==> config.mk <==
export PLATFORM = sky130hd
export DESIGN_NAME = present80_block_encrypt_flat
export DESIGN_NICKNAME = d
export VERILOG_FILES = /design/src/p80_pkg.sv /design/src/p80_if.sv /design/src/p80_ram.sv /design/src/p80_keysched.sv /design/src/p80_round.sv /design/src/present80_block_encrypt.sv /design/src/flat_wrapper.sv
export SDC_FILE = /design/constraint.sdc
export NUM_CORES = 2
export LEC_CHECK = 0
export BUFFER_PORTS_ARGS = -buffer_cell sky130_fd_sc_hd__buf_2
export CAP_MARGIN = 20
export CORE_ASPECT_RATIO = 1.2
export CORE_UTILIZATION = 50
export DETAILED_ROUTE_END_ITERATION = 8
export PLACE_DENSITY = 0.73
export SLEW_MARGIN = 20
export SYNTH_ARGS = -nofsm -noshare
export SYNTH_HDL_FRONTEND = slang
export SYNTH_SLANG_ARGS = --single-unit
==> constraint.sdc <==
create_clock -name clk -period 5.35 [get_ports clk]
set_input_delay 0.2675 -clock clk [delete_from_list [all_inputs] [get_ports clk]]
set_output_delay 0.2675 -clock clk [all_outputs]
set_load 0.02 [all_outputs]
==> src/p80_pkg.sv <==
// Shared constants, types and round functions of the PRESENT-80 encryptor.
package p80_pkg;

  localparam int BLK_W     = 64;
  localparam int KEY_W     = 80;
  localparam int KEY_HI_W  = 16;
  localparam int CFG_W     = 64;
  localparam int CFG_IDX_W = 2;
  localparam int RK_DEPTH  = 32;
  localparam int RK_AW     = $clog2(RK_DEPTH);
  localparam int CNT_W     = 5;

  localparam logic [RK_AW-1:0] LAST_KEY = RK_AW'(RK_DEPTH - 1);

  localparam logic [CFG_IDX_W-1:0] CFG_KEY_LOW  = 2'd0;
  localparam logic [CFG_IDX_W-1:0] CFG_KEY_HIGH = 2'd1;

  localparam logic [3:0] SBOX [16] = '{
    4'hC, 4'h5, 4'h6, 4'hB, 4'h9, 4'h0, 4'hA, 4'hD,
    4'h3, 4'hE, 4'hF, 4'h8, 4'h4, 4'h7, 4'h1, 4'h2
  };

  // round key write request from the schedule unit to the store
  typedef struct packed {
    logic             we;
    logic [RK_AW-1:0] addr;
    logic [BLK_W-1:0] data;
  } ks_wr_t;

  function automatic logic [BLK_W-1:0] sbox_layer(input logic [BLK_W-1:0] s);
    logic [BLK_W-1:0] t;
    t = '0;
    for (int i = 0; i < BLK_W / 4; i++) begin
      t[4*i +: 4] = SBOX[s[4*i +: 4]];
    end
    return t;
  endfunction

  // bit i moves to 16*(i mod 4) + i/4
  function automatic logic [BLK_W-1:0] perm_layer(input logic [BLK_W-1:0] s);
    logic [BLK_W-1:0] t;
    t = '0;
    for (int i = 0; i < BLK_W; i++) begin
      t[(BLK_W / 4) * (i % 4) + (i / 4)] = s[i];
    end
    return t;
  endfunction

endpackage

==> src/p80_if.sv <==
// Valid/ready channel interfaces for plaintext requests and ciphertext results.
interface p80_pt_if import p80_pkg::*; ();
  logic             valid;
  logic             ready;
  logic [BLK_W-1:0] plaintext;

  modport source (output valid, output plaintext, input ready);
  modport sink (input valid, input plaintext, output ready);
endinterface

interface p80_ct_if import p80_pkg::*; ();
  logic             valid;
  logic             ready;
  logic [BLK_W-1:0] ciphertext;

  modport source (output valid, output ciphertext, input ready);
  modport sink (input valid, input ciphertext, output ready);
endinterface

==> src/p80_ram.sv <==
// Generic single write port, single read port RAM with registered read data.
module p80_ram #(
  parameter int WIDTH = 64,
  parameter int DEPTH = 32
) (
  input  logic                     clk,
  input  logic                     we,
  input  logic [$clog2(DEPTH)-1:0] waddr,
  input  logic [WIDTH-1:0]         wdata,
  input  logic [$clog2(DEPTH)-1:0] raddr,
  output logic [WIDTH-1:0]         rdata
);

  logic [WIDTH-1:0] mem [DEPTH];
  logic [WIDTH-1:0] rdata_r;

  always_ff @(posedge clk) begin
    if (we) begin
      mem[waddr] <= wdata;
    end
    rdata_r <= mem[raddr];
  end

  assign rdata = rdata_r;

endmodule

==> src/p80_keysched.sv <==
// Key registers and key schedule unit: writes one round key per cycle into the store.
module p80_keysched import p80_pkg::*; (
  input  logic                 clk,
  input  logic                 rst_n,
  input  logic                 cfg_we,
  input  logic [CFG_IDX_W-1:0] cfg_index,
  input  logic [CFG_W-1:0]     cfg_data,
  output ks_wr_t               ks_wr,
  output logic                 ks_busy
);

  logic [BLK_W-1:0]    key_lo_r, key_lo_nxt;
  logic [KEY_HI_W-1:0] key_hi_r, key_hi_nxt;
  logic [KEY_W-1:0]    work_r, work_nxt;
  logic [CNT_W-1:0]    cnt_r, cnt_nxt;
  logic                busy_r, busy_nxt;
  logic                key_wr;
  logic [KEY_W-1:0]    rot;
  logic [CNT_W-1:0]    cnt_inc;

  assign key_wr  = cfg_we && (cfg_index == CFG_KEY_LOW || cfg_index == CFG_KEY_HIGH);
  assign cnt_inc = cnt_r + CNT_W'(1);

  // rotate left by 61, S-box on the top nibble, round counter into bits 19..15
  always_comb begin
    rot          = {work_r[18:0], work_r[KEY_W-1:19]};
    rot[79:76]   = SBOX[rot[79:76]];
    rot[19:15]   = rot[19:15] ^ cnt_inc;
  end

  always_comb begin
    key_lo_nxt = key_lo_r;
    key_hi_nxt = key_hi_r;
    work_nxt   = work_r;
    cnt_nxt    = cnt_r;
    busy_nxt   = busy_r;
    if (key_wr) begin
      case (cfg_index)
        CFG_KEY_LOW:  key_lo_nxt = cfg_data;
        CFG_KEY_HIGH: key_hi_nxt = cfg_data[KEY_HI_W-1:0];
        default:      key_lo_nxt = key_lo_r;
      endcase
      // restart the rebuild from the new key
      work_nxt = {key_hi_nxt, key_lo_nxt};
      cnt_nxt  = '0;
      busy_nxt = 1'b1;
    end else if (busy_r) begin
      work_nxt = rot;
      cnt_nxt  = cnt_inc;
      if (cnt_r == CNT_W'(LAST_KEY)) begin
        busy_nxt = 1'b0;
      end
    end
  end

  always_ff @(posedge clk) begin
    if (!rst_n) begin
      key_lo_r <= '0;
      key_hi_r <= '0;
      work_r   <= '0;
      cnt_r    <= '0;
      busy_r   <= 1'b1;
    end else begin
      key_lo_r <= key_lo_nxt;
      key_hi_r <= key_hi_nxt;
      work_r   <= work_nxt;
      cnt_r    <= cnt_nxt;
      busy_r   <= busy_nxt;
    end
  end

  assign ks_wr.we   = busy_r;
  assign ks_wr.addr = cnt_r[RK_AW-1:0];
  assign ks_wr.data = work_r[KEY_W-1:KEY_W-BLK_W];
  assign ks_busy    = busy_r;

  a_wr_restarts: assert property (@(posedge clk) disable iff (!rst_n)
    key_wr |=> busy_r && cnt_r == '0)
    else $error("key write did not restart the schedule");

  a_sched_ends: assert property (@(posedge clk) disable iff (!rst_n)
    busy_r && cnt_r == CNT_W'(LAST_KEY) && !key_wr |=> !busy_r)
    else $error("schedule ran past the last round key");

  a_sched_idle: assert property (@(posedge clk) disable iff (!rst_n)
    !busy_r && !key_wr |=> !busy_r && $stable(work_r))
    else $error("schedule started without a key write");

endmodule

==> src/p80_round.sv <==
// Round engine: one PRESENT round per cycle with the round key read from the store.
module p80_round import p80_pkg::*; (
  input  logic             clk,
  input  logic             rst_n,
  input  logic             ks_busy,
  input  logic [BLK_W-1:0] rk_rdata,
  output logic [RK_AW-1:0] rk_raddr,
  p80_pt_if.sink           in_ch,
  p80_ct_if.source         out_ch
);

  typedef enum logic [1:0] {
    ST_IDLE = 2'b01,
    ST_RUN  = 2'b10
  } st_t;

  st_t              state_r, state_nxt;
  logic [RK_AW-1:0] rnd_r, rnd_nxt;
  logic [BLK_W-1:0] blk_r, blk_nxt;
  logic             out_valid_r, out_valid_nxt;
  logic [BLK_W-1:0] out_data_r, out_data_nxt;
  logic             start, last, finish;
  logic [BLK_W-1:0] mixed;

  assign in_ch.ready = (state_r == ST_IDLE) && !ks_busy;
  assign start       = in_ch.valid && in_ch.ready;
  assign last        = (state_r == ST_RUN) && (rnd_r == LAST_KEY);
  assign finish      = last && (!out_valid_r || out_ch.ready);
  assign mixed       = blk_r ^ rk_rdata;

  // hold the last key address while the result slot is full
  always_comb begin
    if (state_r == ST_RUN) begin
      rk_raddr = (last && !finish) ? rnd_r : rnd_r + RK_AW'(1);
    end else begin
      rk_raddr = '0;
    end
  end

  always_comb begin
    state_nxt     = state_r;
    rnd_nxt       = rnd_r;
    blk_nxt       = blk_r;
    out_data_nxt  = out_data_r;
    out_valid_nxt = out_valid_r && !out_ch.ready;
    case (state_r)
      ST_IDLE: begin
        if (start) begin
          blk_nxt   = in_ch.plaintext;
          rnd_nxt   = '0;
          state_nxt = ST_RUN;
        end
      end
      ST_RUN: begin
        if (finish) begin
          out_data_nxt  = mixed;
          out_valid_nxt = 1'b1;
          state_nxt     = ST_IDLE;
        end else if (!last) begin
          blk_nxt = perm_layer(sbox_layer(mixed));
          rnd_nxt = rnd_r + RK_AW'(1);
        end
      end
      default: state_nxt = ST_IDLE;
    endcase
  end

  always_ff @(posedge clk) begin
    if (!rst_n) begin
      state_r     <= ST_IDLE;
      rnd_r       <= '0;
      out_valid_r <= 1'b0;
    end else begin
      state_r     <= state_nxt;
      rnd_r       <= rnd_nxt;
      out_valid_r <= out_valid_nxt;
    end
    blk_r      <= blk_nxt;
    out_data_r <= out_data_nxt;
  end

  assign out_ch.valid      = out_valid_r;
  assign out_ch.ciphertext = out_data_r;

  a_rnd_step: assert property (@(posedge clk) disable iff (!rst_n)
    state_r == ST_RUN && rnd_r != LAST_KEY |=> state_r == ST_RUN &&
      rnd_r == $past(rnd_r) + RK_AW'(1))
    else $error("round counter skipped or stalled");

  a_out_after_last: assert property (@(posedge clk) disable iff (!rst_n)
    $rose(out_valid_r) |-> $past(state_r == ST_RUN && rnd_r == LAST_KEY))
    else $error("result raised before the final key addition");

  a_no_start_in_rebuild: assert property (@(posedge clk) disable iff (!rst_n)
    $rose(state_r == ST_RUN) |-> $past(!ks_busy))
    else $error("request started while round keys were being rebuilt");

endmodule

==> src/present80_block_encrypt.sv <==
// PRESENT-80 ECB encryptor: one 64-bit plaintext request in, one ciphertext out.
//
// Channels: in_ch carries plaintext requests, out_ch carries ciphertext
// results, both valid/ready; a transfer happens when valid and ready are high
// at a rising edge. The 80-bit key is written through cfg_we/cfg_index/
// cfg_data: index 0 sets key bits 63..0, index 1 sets bits 79..64 from the
// low 16 data bits; other indexes are dropped.
// Round keys live in a 32-entry RAM. A key write, and reset, starts a rebuild
// that writes one round key per cycle, so in_ch.ready stays low until the
// last round key is written. Write keys only while no request is in flight.
// An accepted request runs 31 rounds and then the final key addition, which
// raises out_ch.valid with the result. Steps run one per cycle, the final one
// only once the result slot is free, each using one RAM read. One request is
// worked on at a time; the next request is taken as soon as the result is
// registered, even while that result waits on out_ch.ready.
// If the receiver stalls with a result still held, the next block finishes its
// rounds and then holds before its final key addition until the slot drains.
// Reset (rst_n low, synchronous) clears the key to zero and rebuilds its schedule.
module present80_block_encrypt import p80_pkg::*; (
  input  logic                 clk,
  input  logic                 rst_n,
  input  logic                 cfg_we,
  input  logic [CFG_IDX_W-1:0] cfg_index,
  input  logic [CFG_W-1:0]     cfg_data,
  p80_pt_if.sink               in_ch,
  p80_ct_if.source             out_ch
);

  ks_wr_t           ks_wr;
  logic             ks_busy;
  logic [RK_AW-1:0] rk_raddr;
  logic [BLK_W-1:0] rk_rdata;

  p80_keysched u_keysched (
    .clk       (clk),
    .rst_n     (rst_n),
    .cfg_we    (cfg_we),
    .cfg_index (cfg_index),
    .cfg_data  (cfg_data),
    .ks_wr     (ks_wr),
    .ks_busy   (ks_busy)
  );

  p80_ram #(
    .WIDTH (BLK_W),
    .DEPTH (RK_DEPTH)
  ) u_rk_ram (
    .clk   (clk),
    .we    (ks_wr.we),
    .waddr (ks_wr.addr),
    .wdata (ks_wr.data),
    .raddr (rk_raddr),
    .rdata (rk_rdata)
  );

  p80_round u_round (
    .clk      (clk),
    .rst_n    (rst_n),
    .ks_busy  (ks_busy),
    .rk_rdata (rk_rdata),
    .rk_raddr (rk_raddr),
    .in_ch    (in_ch),
    .out_ch   (out_ch)
  );

endmodule
==> src/flat_wrapper.sv <==
// flat-port wrapper written by rule: the top's interface ports become plain ports
module present80_block_encrypt_flat import p80_pkg::*;
  (clk, rst_n, cfg_we, cfg_index, cfg_data, in_ch_valid, in_ch_plaintext, in_ch_ready, out_ch_valid, out_ch_ciphertext, out_ch_ready);
  p80_pt_if in_ch_i ();
  p80_ct_if out_ch_i ();
  input  logic clk;
  input  logic rst_n;
  input  logic cfg_we;
  input  logic [CFG_IDX_W-1:0] cfg_index;
  input  logic [CFG_W-1:0] cfg_data;
  input wire logic [$bits(in_ch_i.valid)-1:0] in_ch_valid;
  input wire logic [$bits(in_ch_i.plaintext)-1:0] in_ch_plaintext;
  output wire logic [$bits(in_ch_i.ready)-1:0] in_ch_ready;
  output wire logic [$bits(out_ch_i.valid)-1:0] out_ch_valid;
  output wire logic [$bits(out_ch_i.ciphertext)-1:0] out_ch_ciphertext;
  input wire logic [$bits(out_ch_i.ready)-1:0] out_ch_ready;
  assign in_ch_i.valid = in_ch_valid;
  assign in_ch_i.plaintext = in_ch_plaintext;
  assign in_ch_ready = in_ch_i.ready;
  assign out_ch_valid = out_ch_i.valid;
  assign out_ch_ciphertext = out_ch_i.ciphertext;
  assign out_ch_i.ready = out_ch_ready;
  present80_block_encrypt u_core (.clk(clk), .rst_n(rst_n), .cfg_we(cfg_we), .cfg_index(cfg_index), .cfg_data(cfg_data), .in_ch(in_ch_i), .out_ch(out_ch_i));
endmodule
==> impl_metrics.csv <==
group,metric,value,unit
sta,hold_viol,0,
critical_path,r2r_setup_slack,690,ps
logic_synthesis,syn_area,96000,µm²
die,core-area,190000,µm²
critical_path,critPathKind,"register to register",
critical_path,critPathSlowestCell,"nor4_1",
sta,finalMaxSlewViolations,0,
global_route,grt_max_degree,108,
critical_path,cpPeakStageDelay,840,ps
clocking,tritoncts,"yes",
die,ios,201,
clocking,ctsHtreeMaxLevel,4,
sta,rsz0062_at_grt,"false",
power,powerDensity,353,nW/µm²
logic_synthesis,synth_cell_types,49,
logic_synthesis,avgSynthCellArea,13.7,µm²
clocking,clk_latency,880,ps
die,placementRows,175,
finish,final_area,110000,µm²
detailed_routing,firstDrtPassIters,6,
min_path,hp-start,"in_ch_plaintext[41]",
logic_synthesis,syn-instance-count,7004,
detailed_routing,drc_errors,0,
placement,io_buffer_count,200,
min_path,whs_path_depth,4,
critical_path,crit_chain,"ha_1 > and3_1 > ha_1 > and3b_1 > mux2i_4 > buf_4 > buf_12 > mux2i_1 > a32oi_1 > a31oi_1 > nor4_1",
logic_synthesis,synth_top_flop_cell,"edfxtp_1",
power,peakVddDrop,0.373,mV
finish,multi_input_area,24000,µm²
die,die_h,482,µm
logic_synthesis,synth-seq-cells,2414,
finish,area_delta_synth_final,14.3,%
sta,finalSetupTns,0,ps
clocking,clock-sinks,2414,
sta,setup_violations,0,
critical_path,crit_start,"u_core.u_round.rnd_r[0]$_SDFFE_PN0P_",
clocking,clk_pin_slew,60,ps
detailed_routing,final_antenna_net_count,0,
critical_path,crit_required,6020,ps
clocking,cts_root_buf,"clkbuf_16",
detailed_routing,wl_per_cell,27.0,µm
clocking,cts_resized,0,
critical_path,path_common_cell,"ha_1",
critical_path,critPathBufInv,2,
power,p_leak,40.1,nW
die,die-area,194000,µm²
sta,skew,49.3,ps
sta,finalCritPeriodShare,87.1,%
sta,max_slew_margin,18.3,%
placement,placed_area,101000,µm²
detailed_routing,drt-initial-drc-count,9543,
logic_synthesis,yosys_warnings,0,
logic_synthesis,synthTopCellsByArea,"edfxtp_1 (68%), nand2_1 (7.6%), dfxtp_1 (5.0%)",
clocking,numCtsBuffers,220,
sta,postLayoutSetupSlackWorst,690,ps
finish,nets,7637,
placement,hpwl,147,mm
finish,regArea,70100,µm²
flow_run,max_cap_viol_count,0,
logic_synthesis,synth_top_cell_by_area,"edfxtp_1",
global_route,overflow,0,
critical_path,worstReg2RegStart,"u_core.u_round.rnd_r[0]$_SDFFE_PN0P_",
critical_path,worstPathArrival,5330,ps
power,total_power,0.0388,W
clocking,clk_path_buf_depth,3,
die,fp.dieW,402,µm
critical_path,start_kind,"register",
outcome,status,"finished clean",
detailed_routing,routed_wirelength,272,mm
global_route,antenna_found_initial,10,
logic_synthesis,async_flop_share,0,%
logic_synthesis,syn-num-nets,7231,
finish,final_util,57.8,%
detailed_routing,vias,61807,
clocking,post_cts_buffers,0,
critical_path,cp_max_fo,84,
min_path,holdPathEnd,"u_core.u_round.blk_r[41]$_DFFE_PP_",
logic_synthesis,yosysSeqAreaShare,73.0,%
logic_synthesis,synth_edf_count,2176,
min_path,hold_class,"input port to register",
sta,final.min_clock_period,4660,ps
logic_synthesis,synth_top_area_share,68.0,%
global_route,grt_pass1_wl,392,mm
sta,max_freq,215,MHz
placement,gp_congestion,0.849,
detailed_routing,routed_via_density,6.13,
critical_path,reg2reg_depth,11,
global_route,grt_util_all_layers,27.6,%
critical_path,r2r_end,"u_core.u_rk_ram.rdata[17]$_DFF_P_",
die,initial_core_util,50.5,%
sta,tightest_slew,1230,ps
finish,fillers,14274,
global_route,grt_pass1_vias,59561,
critical_path,path_delay_family,"simple AND/OR/NAND/NOR gates",
placement,dp_slack,820,ps
critical_path,end_kind,"register",
finish,drive_gt1_share,11.6,%
## per-stage QoR
| step | hold slack [ps] | std cells |
|---|---|---|
| finish | 196 | 10087 |
| detailed placement | 458 | 9494 |
| global route | 190 | 10084 |
| global placement | 449 | 9493 |
| CTS | 152 | 10083 |
| floorplan | 412 | 7004 |
## per-layer routing
layer  track usage [%]  part of all wire, %  up-vias
li1                  -                    -    26689
met2              45.3                   47     3838
met3              5.29                   12      615
met4              10.2                  3.7        8
met1              36.6                   37    30657
met5                 0                0.016        -
## timing repair
item                                   CTS  global route
setup endpoints to repair                0             0
endpoints found under the hold margin  233             0
hold buffers                           172             0
## layout make-up
class / instances / share of cell area [%]
Antenna cell: 4 / 0.00912
Clock buffer: 316 / 5.60
Clock inverter: 101 / 0.945
Inverter: 70 / 0.240
Multi-Input combinational cell: 4091 / 21.9
Sequential cell: 2414 / 63.9
Tap cell: 2478 / 2.82
Timing Repair Buffer: 613 / 4.65
## synthesized netlist by cell type (all sizes together) (3+ instances only)
cell    number
xor2        40
inv         70
xnor2       51
ha          92
edfxtp    2176
nand3      520
nor4        66
o21ai       43
mux2i      423
nand2b       5
nor3        15
a21oi       42
mux4        33
a211oi       7
a21boi      81
a31oi      257
clkbuf     175
nor2        82
and3        79
buf        254
dfxtp      238
nand3b       4
mux2        24
o21a         3
a32oi      256
nor2b        7
nand2     1942
## cells by family after synthesis
family / share of synthesized area, %
xor gates and xnor gates: 0.830
DFF: 73.0
adders and majority gates: 1.20
AOI/OAI and AO/OA: 5.24
muxes: 5.46
and+or+nand+nor: 11.9
buffers and inverters: 2.40
## registers in the layout, indices dropped and copies added, names as in the netlist
| name | cells |
|---|---|
| u_core.u_round.out_ch.valid | 1 |
| u_core.u_keysched.cnt_r | 5 |
| u_core.u_keysched.ks_busy | 1 |
| u_core.u_round.out_ch.ciphertext | 64 |
| u_core.u_keysched.key_hi_r | 16 |
| u_core.u_keysched.work_r | 80 |
| u_core.u_round.rnd_r | 5 |
| u_core.u_round.blk_r | 64 |
| u_core.u_rk_ram.mem | 2048 |
| u_core.u_round.state_r | 2 |
| u_core.u_rk_ram.rdata | 64 |
| u_core.u_keysched.key_lo_r | 64 |
## where the power goes
part / switching, W / internal [W] / total [W]
clock: 0.00689 / 0.00882 / 0.0157
sequential: 0.000325 / 0.0209 / 0.0213
combinational: 0.00117 / 0.000664 / 0.00183
total: 0.00838 / 0.0304 / 0.0388
## placed cells by master, fill, tap and decap left out, drive strengths merged, types with 51 or more instances in the layout
cell type	instances
nor4	66
nand2	1942
nor2	82
clkbuf	316
a31oi	257
dlygate4sd3	172
inv	79
clkinv	66
and3	79
buf	441
dfxtp	238
nand3	520
a21boi	81
edfxtp	2176
xnor2	51
ha	92
a32oi	256
mux2i	423
## how the worst max path moves through the flow
stage,cells after the start,endpoint,slack (ps)
2_1_floorplan,5,u_core.u_rk_ram.mem[28][0]$_DFFE_PP_,730
3_3_place_gp,11,u_core.u_rk_ram.rdata[17]$_DFF_P_,990
3_5_place_dp,11,u_core.u_rk_ram.rdata[17]$_DFF_P_,820
4_1_cts,11,u_core.u_rk_ram.rdata[17]$_DFF_P_,800
5_1_grt,11,u_core.u_rk_ram.rdata[17]$_DFF_P_,570
6_report,11,u_core.u_rk_ram.rdata[17]$_DFF_P_,690
## worst min-delay path, delay by kind of cell
family	cells	cell delay, ps
buffers and inverters	2	600
and+or+nand+nor	2	100
No activity file was read; power rests on OpenSTA's default activity.
